$ cat src/rtl/core/dsc_pkg.sv
// Shared constants, codes and the step-rate table of the delta sample channel.
package dsc_pkg;

  // Bits shifted out per sample byte
  localparam int unsigned BitsPerByte = 8;
  localparam int unsigned BitsW       = $clog2(BitsPerByte + 1);

  // Payload widths
  localparam int unsigned LevelW  = 7;
  localparam int unsigned AddrW   = 16;
  localparam int unsigned LenW    = 12;
  localparam int unsigned PeriodW = 9;
  localparam int unsigned StatusW = 2;

  // Stream widths: tuser carries {reg_sel, mode}, tdata the byte
  localparam int unsigned InUserW  = 5;
  localparam int unsigned InDataW  = 8;
  // Result: tdata {status_bits, fetch_addr, irq, level} padded to 32, tuser fetch_req
  localparam int unsigned OutDataW = 32;

  // Request kinds
  localparam logic [1:0] ModeTick   = 2'd0;
  localparam logic [1:0] ModeWrite  = 2'd1;
  localparam logic [1:0] ModeByte   = 2'd2;
  localparam logic [1:0] ModeStatus = 2'd3;

  // Register write targets
  localparam logic [2:0] RegRate   = 3'd0;
  localparam logic [2:0] RegLevel  = 3'd1;
  localparam logic [2:0] RegStart  = 3'd2;
  localparam logic [2:0] RegLength = 3'd3;
  localparam logic [2:0] RegEnable = 3'd4;

  // Address and level constants
  localparam logic [AddrW-1:0]  AddrReset = 16'hC000;
  localparam logic [LevelW-1:0] LevelTop  = 7'd125;
  localparam logic [LevelW-1:0] LevelStep = 7'd2;

  // Step period, in unit cycles, for each rate index
  function automatic logic [PeriodW-1:0] rate_period(input logic [3:0] idx);
    logic [PeriodW-1:0] p;
    case (idx)
      4'd0:    p = 9'd428;
      4'd1:    p = 9'd380;
      4'd2:    p = 9'd340;
      4'd3:    p = 9'd320;
      4'd4:    p = 9'd286;
      4'd5:    p = 9'd254;
      4'd6:    p = 9'd226;
      4'd7:    p = 9'd214;
      4'd8:    p = 9'd190;
      4'd9:    p = 9'd160;
      4'd10:   p = 9'd142;
      4'd11:   p = 9'd128;
      4'd12:   p = 9'd106;
      4'd13:   p = 9'd84;
      4'd14:   p = 9'd72;
      4'd15:   p = 9'd54;
      default: p = 9'd428;
    endcase
    return p;
  endfunction

endpackage

$ cat src/rtl/core/delta_sample_channel.sv
// Top level of the 1-bit delta sample playback channel.
//
//  channel  | dir | tdata (low bit up)                         | tuser
//  ---------+-----+--------------------------------------------+-------------------
//  s_axis   | in  | data_byte[7:0]                             | mode[1:0], reg_sel[4:2]
//  m_axis   | out | level[6:0], irq[7], fetch_addr[23:8],      | fetch_req[0]
//           |     | status_bits[25:24], zero[31:26]            |
//
// One request per cycle is accepted while the result is not stalled; its result passes through
// the input register, then the result register. The channel state updates in the cycle a
// request moves from the input register into the result register.
// Reset clears all control state and the channel registers but the byte buffer to their idle values.
// A stalled result holds the result register; the input register still takes one
// more request, and the input side stalls once both registers are full.
module delta_sample_channel
  import dsc_pkg::*;
(
  input  logic                clk_i,
  input  logic                rst_ni,
  input  logic                s_axis_tvalid,
  output logic                s_axis_tready,
  input  logic [InDataW-1:0]  s_axis_tdata,   // data_byte[7:0]
  input  logic [InUserW-1:0]  s_axis_tuser,   // mode[1:0], reg_sel[4:2]
  output logic                m_axis_tvalid,
  input  logic                m_axis_tready,
  output logic [OutDataW-1:0] m_axis_tdata,   // level, irq, fetch_addr, status_bits
  output logic                m_axis_tuser    // fetch_req
);

  // Input register
  logic               in_vld_q;
  logic [1:0]         mode_q;
  logic [2:0]         sel_q;
  logic [7:0]         byte_q;

  // Result register
  logic                out_vld_q;
  logic [OutDataW-1:0] out_data_q, out_data_d;
  logic                out_req_q, out_req_d;

  // Channel state
  logic [LevelW-1:0]  level_q, level_d;
  logic [7:0]         shifter_q, shifter_d;
  logic [BitsW-1:0]   bits_q, bits_d;
  logic [7:0]         buffer_q, buffer_d;
  logic               empty_q, empty_d;
  logic               silent_q, silent_d;
  logic               pending_q, pending_d;
  logic [AddrW-1:0]   cur_addr_q, cur_addr_d;
  logic [LenW-1:0]    left_q, left_d;
  logic [AddrW-1:0]   start_q, start_d;
  logic [LenW-1:0]    len_q, len_d;
  logic [PeriodW-1:0] period_q, period_d;
  logic [PeriodW-1:0] count_q, count_d;
  logic               loop_q, loop_d;
  logic               irq_en_q, irq_en_d;
  logic               irq_q, irq_d;
  logic               enable_q, enable_d;

  logic               advance;
  logic               step;
  logic               try_fetch;
  logic               clr_irq;
  logic               fetch;
  logic [AddrW-1:0]   fetch_addr;
  logic [StatusW-1:0] status;
  logic [AddrW-1:0]   addr_inc;

  // Move the input register forward whenever the result register is free
  assign advance       = ~out_vld_q | m_axis_tready;
  assign step          = in_vld_q & advance;
  assign s_axis_tready = ~in_vld_q | advance;

  // Process one request against the channel state
  always_comb begin
    level_d    = level_q;
    shifter_d  = shifter_q;
    bits_d     = bits_q;
    buffer_d   = buffer_q;
    empty_d    = empty_q;
    silent_d   = silent_q;
    pending_d  = pending_q;
    cur_addr_d = cur_addr_q;
    left_d     = left_q;
    start_d    = start_q;
    len_d      = len_q;
    period_d   = period_q;
    count_d    = count_q;
    loop_d     = loop_q;
    irq_en_d   = irq_en_q;
    irq_d      = irq_q;
    enable_d   = enable_q;
    try_fetch  = 1'b0;
    clr_irq    = 1'b0;
    fetch      = 1'b0;
    fetch_addr = cur_addr_q;
    status     = '0;
    addr_inc   = '0;

    case (mode_q)
      ModeTick: begin
        if (count_q > PeriodW'(1)) begin
          count_d = count_q - PeriodW'(1);
        end else begin
          count_d = period_q;
          // Step the level, drop a step that would leave the range
          if (!silent_q) begin
            if (shifter_q[0]) begin
              if (level_q <= LevelTop) level_d = level_q + LevelStep;
            end else begin
              if (level_q >= LevelStep) level_d = level_q - LevelStep;
            end
          end
          shifter_d = {1'b0, shifter_q[7:1]};
          bits_d    = bits_q - BitsW'(1);
          if (bits_d == '0) begin
            bits_d = BitsW'(BitsPerByte);
            if (empty_q) begin
              silent_d = 1'b1;
            end else begin
              silent_d  = 1'b0;
              shifter_d = buffer_q;
              empty_d   = 1'b1;
              try_fetch = 1'b1;
            end
          end
        end
      end
      ModeWrite: begin
        case (sel_q)
          RegRate: begin
            period_d = rate_period(byte_q[3:0]);
            loop_d   = byte_q[6];
            irq_en_d = byte_q[7];
            if (!byte_q[7]) irq_d = 1'b0;
          end
          RegLevel: begin
            level_d = byte_q[LevelW-1:0];
          end
          RegStart: begin
            start_d = {2'b11, byte_q, 6'b0};
          end
          RegLength: begin
            len_d = {byte_q, 4'b0001};
          end
          RegEnable: begin
            enable_d = byte_q[4];
            if (byte_q[4]) begin
              if (left_q == '0) begin
                cur_addr_d = start_q;
                left_d     = len_q;
              end
              try_fetch = 1'b1;
            end else begin
              left_d    = '0;
              empty_d   = 1'b1;
              pending_d = 1'b0;
            end
            clr_irq = 1'b1;
          end
          default: begin
          end
        endcase
      end
      ModeByte: begin
        // Ignore a byte nobody asked for
        if (pending_q) begin
          pending_d = 1'b0;
          buffer_d  = byte_q;
          empty_d   = 1'b0;
        end
      end
      default: begin
        status = {irq_q, left_q != '0};
      end
    endcase

    // Issue a byte fetch when the buffer is free and bytes remain
    if (try_fetch && empty_d && !pending_d && left_d != '0) begin
      fetch      = 1'b1;
      fetch_addr = cur_addr_d;
      pending_d  = 1'b1;
      addr_inc   = cur_addr_d + AddrW'(1);
      cur_addr_d = {1'b1, addr_inc[AddrW-2:0]};
      left_d     = left_d - LenW'(1);
      if (left_d == '0) begin
        if (loop_d) begin
          cur_addr_d = start_d;
          left_d     = len_d;
        end else if (irq_en_d) begin
          irq_d = 1'b1;
        end
      end
    end

    // An enable write drops the flag, even one its own fetch just raised
    if (clr_irq) irq_d = 1'b0;

    out_req_d  = fetch;
    out_data_d = {6'b0, status, (fetch ? fetch_addr : cur_addr_d), irq_d, level_d};
  end

  // Control and channel state
  always_ff @(posedge clk_i or negedge rst_ni) begin
    if (!rst_ni) begin
      in_vld_q   <= 1'b0;
      out_vld_q  <= 1'b0;
      level_q    <= '0;
      shifter_q  <= '0;
      bits_q     <= BitsW'(BitsPerByte);
      empty_q    <= 1'b1;
      silent_q   <= 1'b1;
      pending_q  <= 1'b0;
      cur_addr_q <= AddrReset;
      left_q     <= '0;
      start_q    <= AddrReset;
      len_q      <= LenW'(1);
      period_q   <= rate_period(4'd0);
      count_q    <= rate_period(4'd0);
      loop_q     <= 1'b0;
      irq_en_q   <= 1'b0;
      irq_q      <= 1'b0;
      enable_q   <= 1'b0;
    end else begin
      if (s_axis_tready) in_vld_q <= s_axis_tvalid;
      if (advance)       out_vld_q <= in_vld_q;
      if (step) begin
        level_q    <= level_d;
        shifter_q  <= shifter_d;
        bits_q     <= bits_d;
        empty_q    <= empty_d;
        silent_q   <= silent_d;
        pending_q  <= pending_d;
        cur_addr_q <= cur_addr_d;
        left_q     <= left_d;
        start_q    <= start_d;
        len_q      <= len_d;
        period_q   <= period_d;
        count_q    <= count_d;
        loop_q     <= loop_d;
        irq_en_q   <= irq_en_d;
        irq_q      <= irq_d;
        enable_q   <= enable_d;
      end
    end
  end

  // Payload registers: request fields, byte buffer and result
  always_ff @(posedge clk_i) begin
    if (s_axis_tready && s_axis_tvalid) begin
      mode_q <= s_axis_tuser[1:0];
      sel_q  <= s_axis_tuser[4:2];
      byte_q <= s_axis_tdata;
    end
    if (step) begin
      buffer_q   <= buffer_d;
      out_data_q <= out_data_d;
      out_req_q  <= out_req_d;
    end
  end

  assign m_axis_tvalid = out_vld_q;
  assign m_axis_tdata  = out_data_q;
  assign m_axis_tuser  = out_req_q;

endmodule

$ cat config.mk
export PLATFORM = sky130hd
export DESIGN_NAME = delta_sample_channel
export DESIGN_NICKNAME = d
export VERILOG_FILES = /design/src/rtl/core/dsc_pkg.sv /design/src/rtl/core/delta_sample_channel.sv
export SDC_FILE = /design/constraint.sdc
export NUM_CORES = 1
export LEC_CHECK = 0
export BUFFER_PORTS_ARGS = -buffer_cell sky130_fd_sc_hd__buf_2
export CORE_MARGIN = 3
export CORE_UTILIZATION = 30
export CTS_BUF_LIST = sky130_fd_sc_hd__clkbuf_4
export CTS_CLUSTER_DIAMETER = 40
export DETAILED_ROUTE_END_ITERATION = 16
export SLEW_MARGIN = 20
export SYNTH_ARGS = -nofsm -noshare
export SYNTH_HDL_FRONTEND = slang
export SYNTH_SLANG_ARGS = --single-unit
$ cat constraint.sdc
create_clock -name clk_i -period 4.9 [get_ports clk_i]
set_clock_uncertainty 0.15 [all_clocks]
set_input_delay 0.49 -clock clk_i [delete_from_list [all_inputs] [get_ports clk_i]]
set_output_delay 0.49 -clock clk_i [all_outputs]
set_load 0.02 [all_outputs]
==> impl_metrics.env, run 1 <==
export IMPL_cts_resized_gates=0
export IMPL_path_clk_slew_ns=0.13
export IMPL_maxCapViolCount=0
export IMPL_finalCritPeriodShare_pct=90.3
export IMPL_synth_top_cell_area_share_pct=24.3
export IMPL_power_leakage_nw=3.79
export IMPL_worst_path_buf_inv=2
export IMPL_peakVddDrop_v=0.000153
export IMPL_wl_met1_um=11000
export IMPL_area_delta_synth_final_pct=12.0
export IMPL_rr_worst_depth=16
export IMPL_syn_area_per_cell_um2=9.37
export IMPL_setup_violations=0
export IMPL_num_vias=7098
export IMPL_cp_arrival_ns=4.74
export IMPL_top_layer_used="met4"
export IMPL_ys_types=83
export IMPL_powerDensity_nw_per_um2=368
export IMPL_gp_congestion=0.911
export IMPL_h_tree_depth=4
export IMPL_synth_top_cell_by_area="dfrtp_1"
export IMPL_min_delay_start="m_axis_tready"
export IMPL_fmax_ghz=0.226
export IMPL_worst_setup_path_start_kind="register"
export IMPL_cpMaxStageDelayCell="edfxtp_1"
export IMPL_timing_rr_start="mode_q[0]"
export IMPL_cts_sinks=148
export IMPL_numCtsBuffers=17
export IMPL_drc_errors=0
export IMPL_rsz0062_at_grt="false"
export IMPL_synth_area_um2=8430
export IMPL_wl_met3_um=1430
export IMPL_core_area_um2=27300
export IMPL_synth_warnings=0
export IMPL_cts_tree="yes"
export IMPL_dpl_hpwl_um=15700
export IMPL_nets=978
export IMPL_via_per_inst=5.34
export IMPL_clock_latency_ns=0.58
export IMPL_synthTopCellsByArea="dfrtp_1 24%, edfxtp_1 17%, nand2_1 6.8%, dfstp_2 5.6%, o21ai_0 4.3%"
export IMPL_die_height_um=174
export IMPL_required_ns=5.22
export IMPL_port_buffers=45
export IMPL_synth_flop_cell="dfrtp_1"
export IMPL_holdWs_ns=0.0357
export IMPL_yosysSeqAreaShare_pct=47.0
export IMPL_hold_viol=0
export IMPL_wl_per_cell_um=17.7
export IMPL_grt_pass1_wl_um=37900
export IMPL_synth_seq_cells=148
export IMPL_hold_depth=3
export IMPL_status="finished clean"
export IMPL_ios=52
export IMPL_cp_top_family="compound AO/OA/AOI/OAI gates"
export IMPL_ys_top_cells_by_count="152 x nand2_1, 82 x dfrtp_1, 73 x o21ai_0, 60 x a21oi_1, 48 x edfxtp_1"
export IMPL_first_pass_iters=5
export IMPL_cpPeakStageDelay_ns=0.46
export IMPL_path_class="register to register"
export IMPL_final_area_um2=9440
export IMPL_wl_met2_um=10800
export IMPL_floorplan_initialDensity_pct=30.9
export IMPL_max_slew_worst_pin_slew_ns=1.01
export IMPL_dpl_cell_area_um2=9000
export IMPL_critPathMaxFanout=14
export IMPL_syn_inst=900
export IMPL_drt_iter0_markers=621
export IMPL_reg2reg_to="left_q[2]"
export IMPL_holdPathEnd="m_axis_tvalid"
export IMPL_async_flop_share_pct=67.6
export IMPL_synth_most_common_cell="nand2_1"
export IMPL_grt_pass1_vias=6926
export IMPL_crit_chain="ha_1 -> and4bb_2 -> nand2_1 -> nor2_2 -> buf_4 -> a22oi_1 -> ha_1 -> inv_1 -> a221oi_1 -> o21ai_0 -> a211o_1 -> nor4_1 -> o2111a_1 -> nand2_1 -> a31oi_1 -> o21ai_1"
export IMPL_dieArea_um2=30100
export IMPL_setup_tns_ns=0
export IMPL_drive_above_1_share_pct=15.8
export IMPL_fin_crit_ns=4.42
export IMPL_drv_slew=0
export IMPL_endpoint_kind="register"
export IMPL_r2r_setup_slack_ns=0.48
export IMPL_grt_ovfl_total=0
export IMPL_grt_usage_pct=15.5
export IMPL_grt_max_degree=73
export IMPL_clockRootBuffer="clkbuf_4"
export IMPL_rows=60
export IMPL_synth_edf_count=48
export IMPL_route_antenna_remaining_nets=0
export IMPL_hold_class="input pin to register"
export IMPL_chipWidth_um=174
export IMPL_slew_headroom_pct=32.5
export IMPL_drt_total_wl_um=23500
export IMPL_clockBufferDepth=2
export IMPL_antenna_found_initial=1
-- worst max path at each step --
stage,from,endpoint,slack [ns],depth (start not counted)
floorplan,mode_q[1],left_q[0],1.13,19
global placement,mode_q[0],cur_addr_q[8],0.71,17
detailed placement,mode_q[0],cur_addr_q[8],0.59,17
CTS,mode_q[0],cur_addr_q[8],0.54,17
global route,mode_q[1],left_q[10],0.23,17
finish,mode_q[0],left_q[2],0.48,16
-- worst register-to-register path, stage by stage, from the launching register on --
cell	delay, ns
edfxtp_1	0.46
ha_1	0.33
and4bb_2	0.38
nand2_1	0.14
nor2_2	0.04
buf_4	0.17
a22oi_1	0.29
ha_1	0.28
inv_1	0.08
a221oi_1	0.29
o21ai_0	0.11
a211o_1	0.26
nor4_1	0.18
o2111a_1	0.38
nand2_1	0.41
a31oi_1	0.29
o21ai_1	0.08
-- repair_timing --
item,CTS,global route
hold buffers,15,0
hold endpoints to repair,79,0
buffers inserted,0,0
-- power breakdown --
group	total, mW	switching [mW]	internal, mW
logic	0.953	0.577	0.376
clock network	0.798	0.477	0.321
registers	1.72	0.208	1.51
total	3.47	1.26	2.21
-- kinds of logic after synthesis --
kind of cell	count (synthesis)	share of synthesized area (%)
buffers and inverters	91	4.56
xor gates and xnor gates	23	2.48
DFF	148	47.0
and+or+nand+nor	315	18.0
adders and majority gates	19	2.82
muxes	37	4.72
other	1	0.0445
AOI/OAI and AO/OA	266	20.3
-- state kept, by name, summed over array words and instances, names as in the netlist --
| register | count |
|---|---|
| m_axis_tdata | 26 |
| cur_addr_q | 16 |
| start_q | 16 |
| left_q | 12 |
| len_q | 12 |
| count_q | 9 |
| buffer_q | 8 |
| byte_q | 8 |
| period_q | 8 |
| shifter_q | 8 |
| level_q | 7 |
| bits_q | 4 |
| sel_q | 3 |
| mode_q | 2 |
| empty_q | 1 |
| in_vld_q | 1 |
| irq_en_q | 1 |
| irq_q | 1 |
| loop_q | 1 |
| m_axis_tuser | 1 |
| m_axis_tvalid | 1 |
| pending_q | 1 |
| silent_q | 1 |
-- routing by layer --
metal / track usage (%) / up-vias
met2: 24.8 / 242
met1: 21.4 / 3485
met5: 0 / -
li1: - / 3349
met4: 4.42 / 0
met3: 3.13 / 22
-- layout by cell type, fill, tap and decap left out, types with 20 or more instances in the layout --
| master | count |
|---|---|
| nor2_1 | 44 |
| inv_1 | 31 |
| a21oi_1 | 60 |
| o21ai_0 | 73 |
| clkbuf_4 | 20 |
| mux2_2 | 22 |
| nand2_1 | 152 |
| dfrtp_1 | 82 |
| nand3_1 | 20 |
| buf_2 | 44 |
| edfxtp_1 | 48 |
-- through the flow --
step	util (%)	cells	setup slack, ns	power, mW
global route	34.6	1328	0.230	3.70
detailed placement	33.0	1280	0.587	2.68
global placement	33.0	1280	0.712	2.67
finish	34.6	1328	0.476	3.47
CTS	34.6	1327	0.537	3.50
floorplan	-	905	1.13	2.41
-- final cells by class --
type	instances	area, um2
Tap cell	372	465
Clock inverter	12	134
Inverter	33	124
Multi-Input combinational cell	666	4100
Antenna cell	1	2.50
Fill cell	2791	17800
Timing Repair Buffer	76	498
Clock buffer	20	150
Sequential cell	148	3970
Power figures use the tool's default switching activity.
==> inputs of run 2 (changes only) <==
--- a/config.mk
+++ b/config.mk
@@ -6,6 +6,7 @@
 export NUM_CORES = 1
 export LEC_CHECK = 0
 export BUFFER_PORTS_ARGS = -buffer_cell sky130_fd_sc_hd__buf_2
+export CAP_MARGIN = 10
 export CORE_MARGIN = 3
 export CORE_UTILIZATION = 30
 export CTS_BUF_LIST = sky130_fd_sc_hd__clkbuf_4
@@ -15,3 +16,4 @@
 export SYNTH_ARGS = -nofsm -noshare
 export SYNTH_HDL_FRONTEND = slang
 export SYNTH_SLANG_ARGS = --single-unit
+export TNS_END_PERCENT = 5
==> constraint.sdc (replaced) <==
create_clock -name clk_i -period 4.25 [get_ports clk_i]
set_clock_uncertainty 0.15 [all_clocks]
set_input_delay 0.425 -clock clk_i [delete_from_list [all_inputs] [get_ports clk_i]]
set_output_delay 0.425 -clock clk_i [all_outputs]
set_load 0.02 [all_outputs]
==> run 2 against run 1 <==
Net effect: die area stayed put; total power is 15% higher; combinational power grew 16%; wire length decreased by 2.2%; worst setup slack worse by 0.16 ns; utilization increased by 0.49 points; critical path depth decreased by 3; global-route usage shrank 0.33 points; largest cell class unchanged; highest routed layer unchanged.
==> impl_metrics.env, run 2 (synthesis gave the netlist of run 1 again) <==
export IMPL_status="finished clean"
export IMPL_maxCapViolCount=0
export IMPL_nets=994
export IMPL_required_ns=4.59
export IMPL_h_tree_depth=4
export IMPL_floorplan_initialDensity_pct=30.9
export IMPL_area_delta_synth_final_pct=13.5
export IMPL_fin_crit_ns=3.93
export IMPL_fmax_ghz=0.254
export IMPL_grt_use_met2_pct=23.9
export IMPL_first_pass_iters=5
export IMPL_grtUsageMet1_pct=21.4
export IMPL_setup_tns_ns=0
export IMPL_grt_usage_pct=15.2
export IMPL_cts_tree="yes"
export IMPL_slew_headroom_pct=41.2
export IMPL_max_slew_worst_pin_slew_ns=0.881
export IMPL_clock_latency_ns=0.58
export IMPL_hold_class="input pin to asynchronous set/reset pin"
export IMPL_clockRootBuffer="clkbuf_4"
export IMPL_crit_chain="nor4_4 -> nand4_4 -> buf_4 -> nor2_2 -> a22oi_1 -> ha_1 -> o2111ai_1 -> nor3_1 -> a211o_1 -> buf_4 -> nor2_1 -> o21ai_0 -> a22oi_1"
export IMPL_drive_above_1_share_pct=17.3
export IMPL_rr_worst_depth=13
export IMPL_grt_ovfl_total=0
export IMPL_core_area_um2=27300
export IMPL_numCtsBuffers=17
export IMPL_rows=60
export IMPL_chipWidth_um=174
export IMPL_critPathMaxFanout=37
export IMPL_most_common_layout_cells="151 x nand2_1, 82 x dfrtp_1, 73 x o21ai_0, 60 x a21oi_1, 48 x edfxtp_1"
export IMPL_finalCritPeriodShare_pct=92.6
export IMPL_r2r_setup_slack_ns=0.32
export IMPL_drv_slew=0
export IMPL_reg2reg_to="cur_addr_q[2]"
export IMPL_num_vias=7097
export IMPL_timing_rr_start="left_q[8]"
export IMPL_final_common_cell="nand2_1"
export IMPL_cpMaxStageDelayCell="dfrtp_1"
export IMPL_cpPeakStageDelay_ns=0.47
export IMPL_grt_use_met3_pct=2.56
export IMPL_fin_util_pct=35.1
export IMPL_peakVddDrop_v=0.000160
export IMPL_path_clk_slew_ns=0.15
export IMPL_powerDensity_nw_per_um2=417
export IMPL_dpl_hpwl_um=15600
export IMPL_cts_setup_buffers=0
export IMPL_via_per_inst=5.28
export IMPL_ios=52
export IMPL_drc_errors=0
export IMPL_dpl_cell_area_um2=9110
export IMPL_dp_cells=1294
export IMPL_grt_pass1_wl_um=37300
export IMPL_route_antenna_remaining_nets=0
export IMPL_cp_arrival_ns=4.27
export IMPL_worst_setup_path_start_kind="register"
export IMPL_largest_reg_flops=26
export IMPL_power_leakage_nw=3.88
export IMPL_grt_max_degree=48
export IMPL_port_buffers=45
export IMPL_dieArea_um2=30100
export IMPL_grt_pass1_vias=6827
export IMPL_clockBufferDepth=2
export IMPL_worstSetupStartpoint="left_q[8]"
export IMPL_final_cells=1345
export IMPL_setup_violations=0
export IMPL_gp_congestion=0.918
export IMPL_drt_total_wl_um=23000
export IMPL_antenna_found_initial=1
export IMPL_wl_per_cell_um=17.1
export IMPL_drt_iter0_markers=552
export IMPL_top_usage_layer="met2"
export IMPL_final_area_um2=9570
export IMPL_path_class="register to register"
export IMPL_die_height_um=174
export IMPL_cts_sinks=148
export IMPL_hold_viol=0
export IMPL_endpoint_kind="register"
export IMPL_rsz0062_at_grt="false"
run 2: layout make-up:
cell class                 count  area [um2]
inverter                      33         124
fill                        2791       17700
timing repair buffer          92         623
sequential                   148        3970
antenna                        2        5.00
clock buffer                  19         143
tap                          372         465
clock inverter                13         130
multi-input combinational    666        4120
run 2: timing repair:
| item | CTS | global route |
|---|---|---|
| resized for setup | 0 | 4 |
| setup endpoints to repair | 0 | 30 |
| hold buffers | 17 | 0 |
| hold endpoints to repair | 52 | 0 |
run 2: metal layers:
layer	part of all wire, %	vias up	routed length [um]
met4	2.2	0	504
met5	0	-	0
met3	6.3	38	1460
li1	-	3377	-
met1	46	3411	10600
met2	45	271	10500
run 2: power breakdown:
part	leakage [nW]	total, mW	switching (mW)	internal (mW)
Clock	0.153	0.905	0.545	0.360
Combinational	2.03	1.11	0.657	0.449
Sequential	1.70	1.98	0.239	1.74
run 2: worst max path at each step:
stage	to	slack, ns	cells past startpoint
6_report	cur_addr_q[2]	0.32	13
5_1_grt	cur_addr_q[2]	0.08	13
4_1_cts	left_q[2]	0.13	14
3_5_place_dp	left_q[2]	0.17	14
3_3_place_gp	left_q[2]	0.32	14
2_1_floorplan	left_q[0]	0.48	19
run 2: worst max-delay path: cells and delay by family (launching register included):
family	cells	cell delay (ns)
simple gates	5	1.36
fa+ha+maj	1	0.25
buf+inv	2	0.51
compound gates	5	1.08
flops	1	0.47
run 2: stage by stage:
| stage | setup slack [ns] | total power, mW | hold WS [ns] |
|---|---|---|---|
| after floorplan | 0.482 | 2.77 | -0.0206 |
| final | 0.316 | 3.99 | 0.227 |
| after global placement | 0.319 | 3.07 | 0.304 |
| after detailed placement | 0.169 | 3.10 | 0.307 |
| after global routing | 0.0806 | 4.25 | 0.255 |
| after CTS | 0.130 | 4.01 | 0.224 |
==> inputs of run 3 (changes only) <==
--- a/config.mk
+++ b/config.mk
@@ -12,6 +12,7 @@
 export CTS_BUF_LIST = sky130_fd_sc_hd__clkbuf_4
 export CTS_CLUSTER_DIAMETER = 40
 export DETAILED_ROUTE_END_ITERATION = 16
+export PLACE_DENSITY = 0.5
 export SLEW_MARGIN = 20
 export SYNTH_ARGS = -nofsm -noshare
 export SYNTH_HDL_FRONTEND = slang
==> run 3 against run 2 <==
Net effect: first-iteration DRC count rose by 8.7%; critical path depth did not move; sequential share of layout area fell by 0.23 points; non-clock buffer count fell by 1; flip-flop and latch count did not move; combinational power barely moved; design area rose by 0.56%; final cell count fell by 0.15%; maximum frequency fell by 1.3%; clock power rose by 15%; count of clock-buffer cells in the layout rose by 1; largest cell class unchanged; largest power group unchanged; highest routed layer unchanged.
==> impl_metrics.env, run 3 (synthesis gave the netlist of run 1 again) <==
export IMPL_status="finished clean"
export IMPL_internal_power_mw=2.68
export IMPL_p_sw_mw=1.47
export IMPL_cp_arrival_ns=4.30
export IMPL_r2r_setup_slack_ns=0.27
export IMPL_switching_share_pct=35.5
export IMPL_fmax_ghz=0.251
export IMPL_route_antenna_remaining_nets=0
export IMPL_powerDensity_nw_per_um2=431
export IMPL_drc_errors=0
export IMPL_h_tree_depth=4
export IMPL_drive_above_1_share_pct=17.4
export IMPL_port_buffers=45
export IMPL_cpPeakStageDelay_ns=0.47
export IMPL_path_class="register to register"
export IMPL_grt_pass1_vias=7076
export IMPL_slew_headroom_pct=38.9
export IMPL_clock_latency_ns=0.58
export IMPL_antenna_found_initial=1
export IMPL_dieArea_um2=30100
export IMPL_worst_setup_path_start_kind="register"
export IMPL_sequentialPowerShare_pct=47.9
export IMPL_via_per_inst=5.32
export IMPL_hold_class="input pin to asynchronous set/reset pin"
export IMPL_dpl_cell_area_um2=9100
export IMPL_critical_path_depth=13
export IMPL_worst_path_buf_inv=2
export IMPL_max_slew_worst_pin_slew_ns=0.913
export IMPL_setup_violations=0
export IMPL_wl_met2_um=11200
export IMPL_critical_path_most_common_cell="buf_4"
export IMPL_power_leakage_nw=3.90
export IMPL_clockRootBuffer="clkbuf_4"
export IMPL_grt_ovfl_total=0
export IMPL_maxCapViolCount=0
export IMPL_ios=52
export IMPL_nets=993
export IMPL_core_area_um2=27300
export IMPL_endpoint_kind="register"
export IMPL_final_area_um2=9630
export IMPL_clockBufferDepth=2
export IMPL_wl_per_cell_um=18.5
export IMPL_top_layer_used="met4"
export IMPL_grt_max_degree=52
export IMPL_drt_total_wl_um=24800
export IMPL_cts_setup_buffers=0
export IMPL_path_clk_slew_ns=0.14
export IMPL_most_common_layout_cells="151 x nand2_1, 82 x dfrtp_1, 73 x o21ai_0, 60 x a21oi_1, 48 x edfxtp_1"
export IMPL_required_ns=4.57
export IMPL_chipWidth_um=174
export IMPL_clkPwrFrac_pct=25.1
export IMPL_drt_iter0_markers=600
export IMPL_rows=60
export IMPL_cpMaxStageDelayCell="dfrtp_1"
export IMPL_final_common_cell="nand2_1"
export IMPL_dpl_hpwl_um=16500
export IMPL_combPwrFrac_pct=26.9
export IMPL_critPathMaxFanout=37
export IMPL_grt_usage_pct=16.5
export IMPL_reg2reg_to="cur_addr_q[2]"
export IMPL_hold_viol=0
export IMPL_cts_sinks=148
export IMPL_num_vias=7151
export IMPL_p_total_mw=4.15
export IMPL_cts_tree="yes"
export IMPL_drv_slew=0
export IMPL_finalCritPeriodShare_pct=93.7
export IMPL_wl_met1_um=11700
export IMPL_peakVddDrop_v=0.000164
export IMPL_crit_chain="nor4_4 -> nand4_4 -> buf_4 -> nor2_2 -> a22oi_2 -> ha_1 -> o2111ai_1 -> nor3_1 -> a211o_1 -> buf_4 -> nor2_1 -> o21ai_0 -> a22oi_1"
export IMPL_first_pass_iters=6
export IMPL_floorplan_initialDensity_pct=30.9
export IMPL_timing_rr_start="left_q[8]"
export IMPL_grt_pass1_wl_um=39700
export IMPL_gp_congestion=0.915
export IMPL_wl_met3_um=1540
export IMPL_die_height_um=174
export IMPL_cp_top_family="simple AND/OR/NAND/NOR gates"
export IMPL_rr_worst_depth=13
export IMPL_area_delta_synth_final_pct=14.2
export IMPL_fin_crit_ns=3.98
export IMPL_largest_reg_flops=26
export IMPL_numCtsBuffers=17
## run 3: cell count changes in the layout (fill, tap and decap cells not counted), sizes merged
cell and delta:
inv -3, bufinv +2, buf -1, clkbuf +1, clkinv -1, clkinvlp +1, diode -1
## run 3: power by group through the flow
stage | Sequential (mW) | Combinational [mW] | Clock (mW)
floorplan | 1.95 | 0.820 | 0
global placement | 2.02 | 1.08 | 0
detailed placement | 2.02 | 1.10 | 0
CTS | 1.99 | 1.11 | 1.08
global route | 2.03 | 1.26 | 1.12
finish | 1.99 | 1.12 | 1.04
## run 3: worst max-delay path by stage
stage,to,slack (ns),startpoint
floorplan,left_q[0],0.48,mode_q[1]
global placement,left_q[2],0.25,left_q[8]
detailed placement,cur_addr_q[1],0.06,left_q[5]
CTS,left_q[2],0.03,left_q[9]
global route,cur_addr_q[2],-0.01,left_q[9]
finish,cur_addr_q[2],0.27,left_q[8]
## run 3: final cells by class
class | count | area (um2)
multi-input combinational | 666 | 4120
clock buffer | 20 | 150
tap | 372 | 465
fill | 2758 | 17600
timing repair buffer | 91 | 616
antenna | 1 | 2.50
clock inverter | 12 | 181
inverter | 33 | 124
sequential | 148 | 3970
## run 3: timing repair
action / in CTS / in global routing
setup endpoints to repair: 0 / 28
hold endpoints to repair: 53 / 0
hold buffers: 17 / 0
resized for setup: 0 / 5
## run 3: metrics by stage
step | setup TNS (ns) | instances | worst slack (ns) | util [%] | hold slack (ns)
finish | 0 | 1343 | 0.266 | 35.3 | 0.288
global route | -0.0145 | 1343 | -0.0145 | 35.3 | 0.319
CTS | 0 | 1342 | 0.0250 | 35.2 | 0.282
detailed placement | 0 | 1293 | 0.0629 | 33.4 | 0.310
global placement | 0 | 1293 | 0.246 | 33.4 | 0.306
floorplan | 0 | 905 | 0.482 | - | -0.0206
## run 3: worst register-to-register path: cells and delay by family (launching register included)
kind                     cells  cell delay, ns
AND/OR/NAND/NOR              5            1.41
AO/OA/AOI/OAI                5            1.10
buffers and inverters        2            0.53
flip-flops                   1            0.47
adder cells (fa/ha/maj)      1            0.24
## run 3: routing by layer
metal / up-vias / GRT usage (%)
li1: 3376 / -
met1: 3480 / 23.3
met2: 266 / 25.4
met3: 29 / 3.44
met4: 0 / 4.93
met5: - / 0
